==> src/sv/rvpm_pkg.sv <==
// Package for the rotated view pan and map block.
// Holds widths, opcodes, reset values and register indexes; no dependencies.
package rvpm_pkg;
    localparam int SCREEN_W_DEF = 1280;
    localparam int SCREEN_H_DEF = 720;

    localparam logic [1:0] OP_RECENTRE = 2'd0;
    localparam logic [1:0] OP_PAN      = 2'd1;
    localparam logic [1:0] OP_RECT     = 2'd2;
    localparam logic [1:0] OP_TAP      = 2'd3;

    localparam logic [1:0] REG_TURNS = 2'd0;
    localparam logic [1:0] REG_ZOOM  = 2'd1;
    localparam logic [1:0] REG_PW    = 2'd2;
    localparam logic [1:0] REG_PH    = 2'd3;

    localparam logic [15:0] ZOOM_RST = 16'd4096;
    localparam logic [11:0] PW_RST   = 12'd612;
    localparam logic [11:0] PH_RST   = 12'd792;

    // Wide signed working width for exact Q.16 arithmetic
    localparam int AW = 48;

    localparam logic signed [AW-1:0] F20_MIN = -48'sd524288;
    localparam logic signed [AW-1:0] F20_MAX = 48'sd524287;

    typedef logic signed [AW-1:0] acc_t;

    typedef struct packed {
        logic [1:0]  turns;
        logic [15:0] zoom;
        logic [11:0] pw;
        logic [11:0] ph;
    } cfg_t;

    function automatic acc_t sat20(input acc_t v);
        if (v < F20_MIN) return F20_MIN;
        if (v > F20_MAX) return F20_MAX;
        return v;
    endfunction
endpackage

==> src/sv/rvpm_div.sv <==
// Serial restoring divider: signed numerator by unsigned 16-bit divisor,
// quotient truncated toward zero. Uses rvpm_pkg.
module rvpm_div (
    input  logic              aclk,
    input  logic              aresetn,
    input  logic              start,
    input  rvpm_pkg::acc_t    num,
    input  logic [15:0]       den,
    output logic              done,
    output rvpm_pkg::acc_t    quo
);
    import rvpm_pkg::*;

    localparam int CW = $clog2(AW + 1);

    logic [AW-1:0] q_reg, q_next;
    logic [16:0]   r_reg, r_next;
    logic [CW-1:0] cnt_reg, cnt_next;
    logic          busy_reg, busy_next;
    logic          neg_reg, neg_next;
    logic          done_reg, done_next;
    logic [16:0]   trial;

    always_comb begin
        q_next = q_reg;
        r_next = r_reg;
        cnt_next = cnt_reg;
        busy_next = busy_reg;
        neg_next = neg_reg;
        done_next = 1'b0;
        trial = '0;
        if (start) begin
            neg_next = num[AW-1];
            q_next = num[AW-1] ? AW'(-num) : AW'(num);
            r_next = '0;
            cnt_next = CW'(AW);
            busy_next = 1'b1;
        end else if (busy_reg) begin
            // Shift one numerator bit in, try the subtract
            trial = {r_reg[15:0], q_reg[AW-1]};
            if (trial >= {1'b0, den}) begin
                r_next = trial - {1'b0, den};
                q_next = {q_reg[AW-2:0], 1'b1};
            end else begin
                r_next = trial;
                q_next = {q_reg[AW-2:0], 1'b0};
            end
            cnt_next = cnt_reg - 1'b1;
            if (cnt_reg == CW'(1)) begin
                busy_next = 1'b0;
                done_next = 1'b1;
            end
        end
    end

    always_ff @(posedge aclk) begin
        if (!aresetn) begin
            busy_reg <= 1'b0;
            done_reg <= 1'b0;
            cnt_reg <= '0;
        end else begin
            busy_reg <= busy_next;
            done_reg <= done_next;
            cnt_reg <= cnt_next;
        end
        q_reg <= q_next;
        r_reg <= r_next;
        neg_reg <= neg_next;
    end

    assign done = done_reg;
    assign quo = neg_reg ? -acc_t'(q_reg) : acc_t'(q_reg);

    assert property (@(posedge aclk) disable iff (!aresetn) done |-> !busy_reg)
        else $error("divider done while busy");
    assert property (@(posedge aclk) disable iff (!aresetn) start |=> busy_reg)
        else $error("divider did not start");
    assert property (@(posedge aclk) disable iff (!aresetn)
        busy_reg |-> cnt_reg != '0)
        else $error("divider count ran out while busy");
endmodule

==> src/sv/rotated_view_pan_and_map_top.sv <==
// Top level of the rotated view pan and map block.
// Uses rvpm_pkg and rvpm_div (serial divider for the tap mapping).
//
// Usage:
//   s_axis_* carries one request word (opcode, page number, two points);
//   m_axis_* returns exactly one result word per request. The APB port
//   writes quarter_turns, zoom_factor, page_width and page_height at byte
//   addresses 0, 4, 8, 12 and reads them back.
//   The block handles one word at a time on a small sequencer around one
//   shared 21x17 multiplier that runs six steps for every request. Recentre,
//   pan and link rectangle offer their result once those steps are done; a
//   tap adds two serial divisions by the zoom before it offers its result.
//   A new word is taken only once the last result has been taken and the
//   sequencer is back in the idle state.
//   s_axis_tready is high only in the idle state. The result sits in an
//   output register until m_axis_tready takes it; the block stays busy
//   while the receiver stalls.
//   Reset loads the register defaults (0, 1.0, 612, 792) and centres the
//   page on mid-screen.
module rotated_view_pan_and_map_top #(
    parameter int SCREEN_W = rvpm_pkg::SCREEN_W_DEF,
    parameter int SCREEN_H = rvpm_pkg::SCREEN_H_DEF
) (
    input  logic        aclk,
    input  logic        aresetn,
    input  logic        s_axis_tvalid,
    output logic        s_axis_tready,
    // opcode[1:0], page_number[9:2], coord_x[29:10], coord_y[49:30],
    // corner_x[69:50], corner_y[89:70], zero pad
    input  logic [95:0] s_axis_tdata,
    output logic        m_axis_tvalid,
    input  logic        m_axis_tready,
    // result_x[19:0], result_y[39:20], result_w[58:40], result_h[77:59],
    // on_page[78], zero pad
    output logic [79:0] m_axis_tdata,
    input  logic        psel,
    input  logic        penable,
    input  logic        pwrite,
    input  logic [3:0]  paddr,
    input  logic [31:0] pwdata,
    output logic [31:0] prdata,
    output logic        pready
);
    import rvpm_pkg::*;

    localparam logic [2:0] ST_IDLE = 3'd0;
    localparam logic [2:0] ST_M1   = 3'd1;
    localparam logic [2:0] ST_M2   = 3'd2;
    localparam logic [2:0] ST_M3   = 3'd3;
    localparam logic [2:0] ST_M4   = 3'd4;
    localparam logic [2:0] ST_CALC = 3'd5;
    localparam logic [2:0] ST_DIV  = 3'd6;
    localparam logic [2:0] ST_OUT  = 3'd7;

    localparam acc_t CX_RST = acc_t'(SCREEN_W / 2 * 16);
    localparam acc_t CY_RST = acc_t'(SCREEN_H / 2 * 16);
    localparam acc_t SW12 = acc_t'(SCREEN_W) * 4096;
    localparam acc_t SH12 = acc_t'(SCREEN_H) * 4096;
    localparam acc_t SW8 = acc_t'(SCREEN_W * 8);
    localparam acc_t SH8 = acc_t'(SCREEN_H * 8);
    localparam acc_t SW16 = acc_t'(SCREEN_W * 16);
    localparam acc_t SH16 = acc_t'(SCREEN_H * 16);

    cfg_t cfg_reg;
    logic [2:0] st_reg, st_next;
    logic [19:0] cx_reg, cy_reg;
    logic [1:0] op_reg;
    logic [7:0] pg_reg;
    acc_t x0_reg, y0_reg, x1_reg, y1_reg;
    acc_t w12_reg, h12_reg, p0_reg, p1_reg, p2_reg, p3_reg;
    acc_t nx_reg, ny_reg, rx_reg;
    logic div_phase_reg;
    logic [79:0] out_reg, out_next;

    // shared multiplier
    logic signed [20:0] ma;
    acc_t mprod;
    assign mprod = acc_t'(ma) * acc_t'({1'b0, cfg_reg.zoom});

    logic quarter;
    assign quarter = cfg_reg.turns[0];

    logic wr;
    assign wr = psel && penable && pwrite && pready;
    assign pready = 1'b1;

    always_comb begin
        case (paddr[3:2])
            REG_TURNS: prdata = {30'd0, cfg_reg.turns};
            REG_ZOOM:  prdata = {16'd0, cfg_reg.zoom};
            REG_PW:    prdata = {20'd0, cfg_reg.pw};
            default:   prdata = {20'd0, cfg_reg.ph};
        endcase
    end

    // divider
    logic div_start, div_done;
    acc_t div_num, div_quo;
    rvpm_div u_div (
        .aclk(aclk), .aresetn(aresetn), .start(div_start),
        .num(div_num), .den(cfg_reg.zoom), .done(div_done), .quo(div_quo)
    );

    // turn helper
    function automatic void turn(input logic [1:0] t, input acc_t dx, input acc_t dy,
                                 output acc_t ox, output acc_t oy);
        case (t)
            2'd1:    begin ox = -dy; oy = dx; end
            2'd2:    begin ox = -dx; oy = -dy; end
            2'd3:    begin ox = dy; oy = -dx; end
            default: begin ox = dx; oy = dy; end
        endcase
    endfunction

    function automatic acc_t pan_axis(input acc_t c, input acc_t d, input acc_t ext,
                                      input acc_t sc12, input acc_t sc8, input acc_t sc16);
        acc_t half4, lo, v;
        half4 = ext >>> 9;
        lo = sc16 - half4;
        v = c + d;
        if (ext <= sc12) return sc8;
        if (v < lo) v = lo;
        if (v > half4) v = half4;
        return sat20(v);
    endfunction

    acc_t mx, my, tx, ty, ux, uy, sw, sh, rx, ry, rw, rh;
    logic rect_ok, tap_ok;
    assign rect_ok = (pg_reg == 8'd0) && (op_reg == OP_RECT);
    assign tap_ok = (pg_reg == 8'd0) && (op_reg == OP_TAP) && (cfg_reg.zoom != 16'd0);

    always_comb begin
        st_next = st_reg;
        ma = '0;
        div_start = 1'b0;
        // first division takes the x numerator, the second the y numerator
        div_num = (st_reg == ST_CALC) ? nx_reg : ny_reg;
        turn(2'(3'd4 - {1'b0, cfg_reg.turns}), x0_reg, y0_reg, mx, my);
        turn(cfg_reg.turns, p0_reg, p1_reg, tx, ty);
        turn(2'(3'd4 - {1'b0, cfg_reg.turns}), x0_reg - acc_t'($signed(cx_reg)),
             y0_reg - acc_t'($signed(cy_reg)), ux, uy);
        sw = quarter ? p3_reg : p2_reg;
        sh = quarter ? p2_reg : p3_reg;
        rx = (acc_t'($signed(cx_reg)) * 8192 + tx - sw) / 131072;
        ry = (acc_t'($signed(cy_reg)) * 8192 + ty - sh) / 131072;
        rw = sw / 65536;
        rh = sh / 65536;
        case (st_reg)
            ST_M1: begin ma = 21'(cfg_reg.pw); st_next = ST_M2; end
            ST_M2: begin ma = 21'(cfg_reg.ph); st_next = ST_M3; end
            ST_M3: begin ma = 21'(x0_reg + x1_reg); st_next = ST_M4; end
            ST_M4: begin ma = 21'(y0_reg + y1_reg); st_next = ST_CALC; end
            ST_CALC: begin
                ma = 21'(x1_reg - x0_reg);
                st_next = ST_DIV;
            end
            ST_DIV: begin
                ma = 21'(y1_reg - y0_reg);
                if (op_reg == OP_TAP && tap_ok) begin
                    if (div_done) st_next = div_phase_reg ? ST_OUT : ST_DIV;
                end else begin
                    // stay in the divide state until the last product has landed in p3
                    st_next = div_phase_reg ? ST_OUT : ST_DIV;
                end
            end
            ST_OUT: if (m_axis_tready) st_next = ST_IDLE;
            default: if (s_axis_tvalid) st_next = ST_M1;
        endcase
        if (st_reg == ST_CALC && tap_ok) div_start = 1'b1;
        if (st_reg == ST_DIV && tap_ok && div_done && !div_phase_reg) div_start = 1'b1;
    end

    always_comb begin
        out_next = '0;
        if (op_reg == OP_RECT && rect_ok) begin
            out_next[19:0] = 20'(sat20(rx));
            out_next[39:20] = 20'(sat20(ry));
            out_next[58:40] = (rw < 0) ? 19'd0 : (rw > F20_MAX) ? 19'h7FFFF : 19'(rw);
            out_next[77:59] = (rh < 0) ? 19'd0 : (rh > F20_MAX) ? 19'h7FFFF : 19'(rh);
        end else if (tap_ok) begin
            out_next[19:0] = 20'(rx_reg);
            out_next[39:20] = 20'(sat20(div_quo));
            out_next[78] = (nx_reg >= 0) && (ny_reg >= 0) &&
                (nx_reg <= (w12_reg <<< 4)) && (ny_reg <= (h12_reg <<< 4));
        end
    end

    assign s_axis_tready = (st_reg == ST_IDLE);

    always_ff @(posedge aclk) begin
        if (!aresetn) begin
            st_reg <= ST_IDLE;
            cfg_reg <= '{turns: 2'd0, zoom: ZOOM_RST, pw: PW_RST, ph: PH_RST};
            cx_reg <= 20'(CX_RST);
            cy_reg <= 20'(CY_RST);
            div_phase_reg <= 1'b0;
        end else begin
            st_reg <= st_next;
            if (wr) begin
                case (paddr[3:2])
                    REG_TURNS: cfg_reg.turns <= pwdata[1:0];
                    REG_ZOOM:  cfg_reg.zoom <= pwdata[15:0];
                    REG_PW:    cfg_reg.pw <= pwdata[11:0];
                    default:   cfg_reg.ph <= pwdata[11:0];
                endcase
            end
            if (st_reg == ST_M3) begin
                if (op_reg == OP_RECENTRE) begin
                    cx_reg <= 20'(CX_RST);
                    cy_reg <= 20'(CY_RST);
                end else if (op_reg == OP_PAN) begin
                    cx_reg <= 20'(pan_axis(acc_t'($signed(cx_reg)), mx,
                        quarter ? h12_reg : w12_reg, SW12, SW8, SW16));
                    cy_reg <= 20'(pan_axis(acc_t'($signed(cy_reg)), my,
                        quarter ? w12_reg : h12_reg, SH12, SH8, SH16));
                end
            end
            if (st_reg == ST_CALC) div_phase_reg <= 1'b0;
            else if (st_reg == ST_DIV && (div_done || !tap_ok)) div_phase_reg <= 1'b1;
        end
        if (s_axis_tvalid && s_axis_tready) begin
            op_reg <= s_axis_tdata[1:0];
            pg_reg <= s_axis_tdata[9:2];
            x0_reg <= acc_t'($signed(s_axis_tdata[29:10]));
            y0_reg <= acc_t'($signed(s_axis_tdata[49:30]));
            x1_reg <= acc_t'($signed(s_axis_tdata[69:50]));
            y1_reg <= acc_t'($signed(s_axis_tdata[89:70]));
        end
        if (st_reg == ST_M1) w12_reg <= mprod;
        if (st_reg == ST_M2) h12_reg <= mprod;
        if (st_reg == ST_M3) p0_reg <= mprod - (w12_reg <<< 4);
        if (st_reg == ST_M4) begin
            p1_reg <= mprod - (h12_reg <<< 4);
            nx_reg <= (ux <<< 12) + (w12_reg <<< 3);
            ny_reg <= (uy <<< 12) + (h12_reg <<< 3);
        end
        if (st_reg == ST_CALC) p2_reg <= mprod;
        if (st_reg == ST_DIV) begin
            if (op_reg != OP_TAP) p3_reg <= mprod;
            if (div_done && !div_phase_reg) rx_reg <= sat20(div_quo);
        end
        // Result word is formed on entry to the output state
        if (st_reg == ST_DIV && st_next == ST_OUT) out_reg <= out_next;
    end

    // rect path: p3 is latched in the first divide-state cycle and used in the second
    assign m_axis_tvalid = (st_reg == ST_OUT);
    assign m_axis_tdata = out_reg;

    assert property (@(posedge aclk) disable iff (!aresetn)
        s_axis_tready |-> !m_axis_tvalid)
        else $error("input taken while a result is pending");
    assert property (@(posedge aclk) disable iff (!aresetn)
        (s_axis_tvalid && s_axis_tready) |=> st_reg == ST_M1)
        else $error("sequencer did not start");
    assert property (@(posedge aclk) disable iff (!aresetn)
        (m_axis_tvalid && !m_axis_tready) |=> $stable(m_axis_tdata))
        else $error("result changed while stalled");
endmodule
==> config.mk <==
export PLATFORM = sky130hd
export DESIGN_NAME = rotated_view_pan_and_map_top
export DESIGN_NICKNAME = d
export VERILOG_FILES = /design/src/sv/rvpm_pkg.sv /design/src/sv/rvpm_div.sv /design/src/sv/rotated_view_pan_and_map_top.sv
export SDC_FILE = /design/constraint.sdc
export NUM_CORES = 2
export LEC_CHECK = 0
export ABC_AREA = 1
export BUFFER_PORTS_ARGS = -buffer_cell sky130_fd_sc_hd__buf_2
export CORE_ASPECT_RATIO = 2
export CORE_MARGIN = 2
export CORE_UTILIZATION = 25
export CTS_CLUSTER_DIAMETER = 60
export DETAILED_ROUTE_END_ITERATION = 10
export PLACE_DENSITY = 0.36
export SYNTH_ARGS = -nofsm -noshare
export SYNTH_HDL_FRONTEND = slang
export SYNTH_SLANG_ARGS = --single-unit
==> constraint.sdc <==
create_clock -name aclk -period 16 [get_ports aclk]
set_clock_uncertainty 0.15 [all_clocks]
set_input_delay 4 -clock aclk [delete_from_list [all_inputs] [get_ports aclk]]
set_output_delay 4 -clock aclk [all_outputs]
set_load 0.02 [all_outputs]
## Yosys cells after proc, flatten, opt, wreduce, memory -nomap -nowiden

Index checks and enable logic that the tools add are counted.

- Register bits after elaboration: 692
- Output and inout bits: 115

- Add/sub/neg operators: 33
- Multipliers: 1
- Order comparisons: 25
- Equality and inequality tests: 21
- Muxes and demuxes: 149
- Bitwise operators: 9
- Reduce and logical (&&, ||, !) cells: 46

Operators by type and width:

| cell | number |
|---|---|
| $mux 48 | 33 |
| $mux 20 | 30 |
| $pmux 48 s3 | 4 |
| $gt 48x20->1 const B | 7 |
| $lt 48x20->1 const B | 5 |
| $pmux 36 s3 | 2 |
| $add 48x1->48 | 4 |
| $neg 48->48 | 4 |
| $pmux 21 s6 | 1 |
| $add 20x48->48 | 2 |
| $add 33x48->48 | 2 |
| $add 48x41->48 | 2 |
| $ge 48x1->1 const B | 2 |
| $gt 48x39->1 | 2 |
| $le 48x42->1 | 2 |
| $lt 48x1->1 const B | 2 |
| $lt 48x40->1 | 2 |
| $neg 20->48 | 2 |
| $sub 48x48->48 | 2 |
| $sub 38x42->43 | 2 |
| $sub 20x20->21 | 4 |
| $mux 40 | 2 |
| $neg 21->36 | 2 |
| $mux 1 | 66 |
| 38 further kinds | 98 |

## Logic depth before layout (Yosys ltp)

- Depth in word-level cells: 37
- Mapped depth: 71

## Hierarchy

Synthesis repeated with hierarchy kept, for this count alone.

- Cell total of the unflattened synthesis: 12507
- Area, all modules: 88003.2 um^2

By module, submodules not included:

| module | times used | cells an instance | area each (um^2) |
|---|---|---|---|
| rotated_view_pan_and_map_top | 1 | 11276 | 80559.8 |
| rvpm_div | 1 | 1231 | 7443.4 |

## Least setup slack after synthesis

No wires, ideal clock.

- Path type: register to register
- Start: reg st_reg[2]
- End: reg p0_reg[40] (data pin)
- Setup time: 0.260 ns
- Arrival: 13.250 ns
- Required time: 15.590 ns
- Setup slack: 2.340 ns
- Cell stages (with the launch flop): 60
- Cell sequence: dfxtp_1 buf_2 inv_1 nor2_1 clkbuf_1 clkbuf_1 buf_1 clkbuf_1 clkbuf_1 o21ai_0 ha_1 nand3_1 nand2_1 nand2_1 nand2_1 a21oi_1 nor2_1 nor2_1 [24 not listed] o21bai_1 a21boi_0 o21ai_0 a21boi_0 o21ai_0 a21boi_0 o21ai_0 a21boi_0 o21ai_0 xor2_1 ha_1 nand2_1 nor2_1 a2111oi_0 o21ai_0 nand3_1 nand2_1 xor2_1

- Cells in the longest elaborated chain, start to end: 4
- Elaborated cells between the ends (all ways): 9
- Those cells by class: add/sub: 1; mul: 1; eq/ne: 6; mux: 1

RTL lines:

| item | line | source |
|---|---|---|
| start: declaration | rotated_view_pan_and_map_top.sv:65 | `logic [2:0] st_reg, st_next;` |
| start signal: assignment | rotated_view_pan_and_map_top.sv:198 | `st_reg <= st_next;` |
| $eq 3x3->1 (tied with other cells) | rotated_view_pan_and_map_top.sv:148 | `case (st_reg)` |
| $pmux 21 s6 * | rotated_view_pan_and_map_top.sv:148 |  |
| $mul 21x17->38 * | rotated_view_pan_and_map_top.sv:78 | `assign mprod = acc_t'(ma) * acc_t'({1'b0, cfg_reg.zoom});` |
| via mprod[35] | rotated_view_pan_and_map_top.sv:77 | `acc_t mprod;` |
| $sub 38x42->43 * | rotated_view_pan_and_map_top.sv:231 | `if (st_reg == ST_M3) p0_reg <= mprod - (w12_reg <<< 4);` |
| end signal: assignment | rotated_view_pan_and_map_top.sv:231 |  |
| end: declaration | rotated_view_pan_and_map_top.sv:70 | `acc_t w12_reg, h12_reg, p0_reg, p1_reg, p2_reg, p3_reg;` |

The timed path passes the listed nets; every way through them passes the cells marked *.
A chain may end at the register's enable or synchronous reset.

## Worst setup path in the final report

- Start: reg y0_reg[1]
- End: reg p0_reg[46] (data pin)

- Cells in the longest elaborated chain, start to end: 4
- Elaborated cells between the ends (all ways): 5
- Those cells by class: add/sub: 3; mul: 1; mux: 1

RTL lines:

| item | line | source |
|---|---|---|
| start: declaration | rotated_view_pan_and_map_top.sv:69 | `acc_t x0_reg, y0_reg, x1_reg, y1_reg;` |
| start signal: assignment | rotated_view_pan_and_map_top.sv:225 | `y0_reg <= acc_t'($signed(s_axis_tdata[49:30]));` |
| $sub 20x20->21 / $add 20x20->21 (equally long branches) | rotated_view_pan_and_map_top.sv:158, rotated_view_pan_and_map_top.sv:152 |  |
| $pmux 21 s6 * | rotated_view_pan_and_map_top.sv:148 |  |
| $mul 21x17->38 * | rotated_view_pan_and_map_top.sv:78 |  |
| via mprod[35] | rotated_view_pan_and_map_top.sv:77 |  |
| $sub 38x42->43 * | rotated_view_pan_and_map_top.sv:231 |  |

Marks and branches as above.

==> flow_summary.ini <==
[outcome]
outcome = finished, violations left
violations = max-capacitance violations, max-slew violations

[worst_setup_path]
crit_top_cell = o21ai_0
endpoint_kind = register
r2r_cells = 49
slowest_delay_ns = 0.63
critical_path_arrival_ns = 14.92
cp_max_fo = 6
required_ns = 16.33
crit_family = compound AO/OA/AOI/OAI gates
crit_buf_inv = 8
critical_path_depth = 49
criticalPathCategory = reg -> reg
slowest_stage = edfxtp_1
critPathLaunchType = register

[detailed_routing]
drt_first_iter_violations = 5071
antenna_left = 0
dr.pass1.iters = 6
drcViolationCount = 0
vias = 83900
wl_per_cell_um = 27.9
wl_mm = 470
via_per_inst = 4.98

[floorplan]
rows = 305
die_x_um = 419
die_h_um = 835
core-area_um2 = 344000
dieArea_um2 = 350000
start_util_pct = 25.1
io_pins = 254

[synth]
synth_edf_count = 566
async_flop_share_pct = 0
synth.top_cells.by_area = edfxtp_1 20%, ha_1 12%, nand2_1 11%
yosysSeqAreaShare_pct = 22.3
synth_cells = 12000
ys.flop_type = edfxtp_1
synth.ff_latch_count = 676
avgSynthCellArea_um2 = 7.22
yosys.cell_types.count = 75
syn_area_um2 = 86300
yosysWarnings = 0
synth.top_cell.area_share_pct = 19.7
synth.largest_area_cell = edfxtp_1

[power_and_ir_drop]
power.density_nw_per_um2 = 101
ir_drop_mv = 0.0785
p_leak_nw = 43.5

[final_layout]
final_util_pct = 28.0
fillCellCount = 38300
post-route-cell-area_um2 = 96300
layout_common_cells = 2595 x nand2_1, 1936 x inv_1, 1018 x nor2_1
finalNetCount = 13500
drive_gt1_share_pct = 6.60
finalNonFillerCells = 16800
largest_reg_flops = 79
mostFrequentLayoutCell = nand2_1
area_growth_pct = 11.6

[grt]
grt_pass1_vias = 87100
antenna_found_initial = 9
grt_max_degree = 122
grt_remaining_overflow = 0
grtUsageTotal_pct = 26.3
grt_pass1_wl_mm = 647

[placement]
placed_cell_area_um2 = 93500
dpl.cell_count = 16700
dp_hpwl_mm = 404
gp_congestion = 1.01
io_buffers = 211

[clock_network]
cts-root-buf = clkbuf_16
cts.path.max_buffers = 3
cts_setup_buffers = 0
cts_resized = 0
clk_latency_ns = 0.77
htree_levels = 3
cts-buffers-inserted = 86
path_clk_slew_ns = 0.07
cts_tree = yes
ctsHoldBuffers = 0
cts_sinks = 676

[sta]
worst_slew_pin_slew_ns = 1.52
whs_ns = 0.259
rsz0062_at_grt = no
slew_headroom_pct = -2.21
slew_violations = 2
finalHoldViolations = 0
fmax_mhz = 68.5
setup_viol = 0
post-route-period-util_pct = 91.2
min_period_ns = 14.59
tns_ns = 0

[flow_run]
max-cap-violations = 1

[min_path]
hp-class = reg -> reg
hold_depth = 0
==> cell type report <==
type,instances,area [um^2],share of cell area (%)
multi-input combinational,9005,58500,60.7
antenna,6,15.0,0.0156
clock inverter,64,597,0.620
tap,4605,5760,5.98
inverter,1961,7360,7.65
sequential,676,19200,19.9
clock buffer,96,2210,2.30
timing repair buffer,417,2640,2.74
==> logic make-up (layout without fill, tap and decap cells) <==
group / count (synthesis) / in the layout / synth area share [%]
AO/OA/AOI/OAI: 2280 / 2280 / 15.1
XOR/XNOR: 694 / 694 / 7.05
adder cells (fa/ha/maj): 1257 / 1257 / 21.8
buffers and inverters: 2289 / 2538 / 10.3
flip-flops: 676 / 676 / 22.3
multiplexers: 40 / 40 / 0.467
other: 2 / 24 / 0.00870
AND/OR/NAND/NOR: 4716 / 4716 / 23.1
==> per-stage QoR <==
stage / power, mW / worst slack (ns)
global placement: 7.71 / 1.09
floorplan: 5.67 / 2.34
detailed placement: 7.74 / 1.26
CTS: 9.81 / 1.19
global route: 10.3 / 0.199
finish: 9.74 / 1.41
==> cell usage after synthesis (14+ instances only) <==
| cell | count |
|---|---|
| nand3b_1 | 15 |
| o22ai_1 | 50 |
| edfxtp_1 | 566 |
| mux2i_1 | 38 |
| a221oi_1 | 23 |
| nor2_1 | 1026 |
| o21a_1 | 45 |
| o32ai_1 | 14 |
| xor2_1 | 527 |
| a21oi_1 | 861 |
| buf_1 | 17 |
| or2_2 | 58 |
| nand3_1 | 469 |
| o31ai_1 | 17 |
| inv_1 | 1938 |
| a21o_1 | 34 |
| nand2_1 | 2597 |
| buf_4 | 29 |
| o2111ai_1 | 35 |
| o21ai_0 | 805 |
| o21ai_1 | 43 |
| a31oi_1 | 61 |
| o21bai_1 | 39 |
| ha_1 | 841 |
| buf_6 | 14 |
| dfxtp_1 | 110 |
| nor4_1 | 104 |
| xnor2_1 | 167 |
| o21ai_2 | 17 |
| a22oi_1 | 21 |
| nor3_1 | 167 |
| nand4_1 | 163 |
| o221ai_1 | 34 |
| nand2_2 | 37 |
| a211oi_1 | 32 |
| clkbuf_1 | 253 |
| o211ai_1 | 58 |
| a21boi_0 | 33 |
| fa_1 | 416 |
==> worst register-to-register path, delay by kind of cell (launching register included) <==
kind,cells,cell delay (ns)
AO/OA/AOI/OAI,20,5.30
adder cells (fa/ha/maj),9,4.10
AND/OR/NAND/NOR,11,2.89
buffers and inverters,8,1.09
flip-flops,1,0.63
XOR/XNOR,1,0.18
==> metal layers <==
metal	vias up	track usage (%)	share of wire, %
met5	-	0	0.0028
met4	2	24.6	11
met3	989	2.76	3.2
met2	2163	52.6	55
met1	40900	22.0	30
li1	39800	-	-
==> final timing paths <==
kind | startpoint | endpoint | slack [ns]
max | y0_reg[1]$_DFFE_PP_ | p0_reg[46]$_DFFE_PP_ | 1.41
min | w12_reg[3]$_DFFE_PN_ | nx_reg[6]$_DFFE_PP_ | 0.26
max reg2reg | y0_reg[1]$_DFFE_PP_ | p0_reg[46]$_DFFE_PP_ | 1.41
min reg2reg | w12_reg[3]$_DFFE_PN_ | nx_reg[6]$_DFFE_PP_ | 0.26
==> report_power, final <==
part	switching, mW	leakage, nW	total [mW]	internal, mW
Sequential	0.143	5.93	2.28	2.13
Clock	0.946	1.37	2.02	1.07
Combinational	3.85	36.2	5.44	1.59
Note: power is estimated with default switching activity, not from simulation.
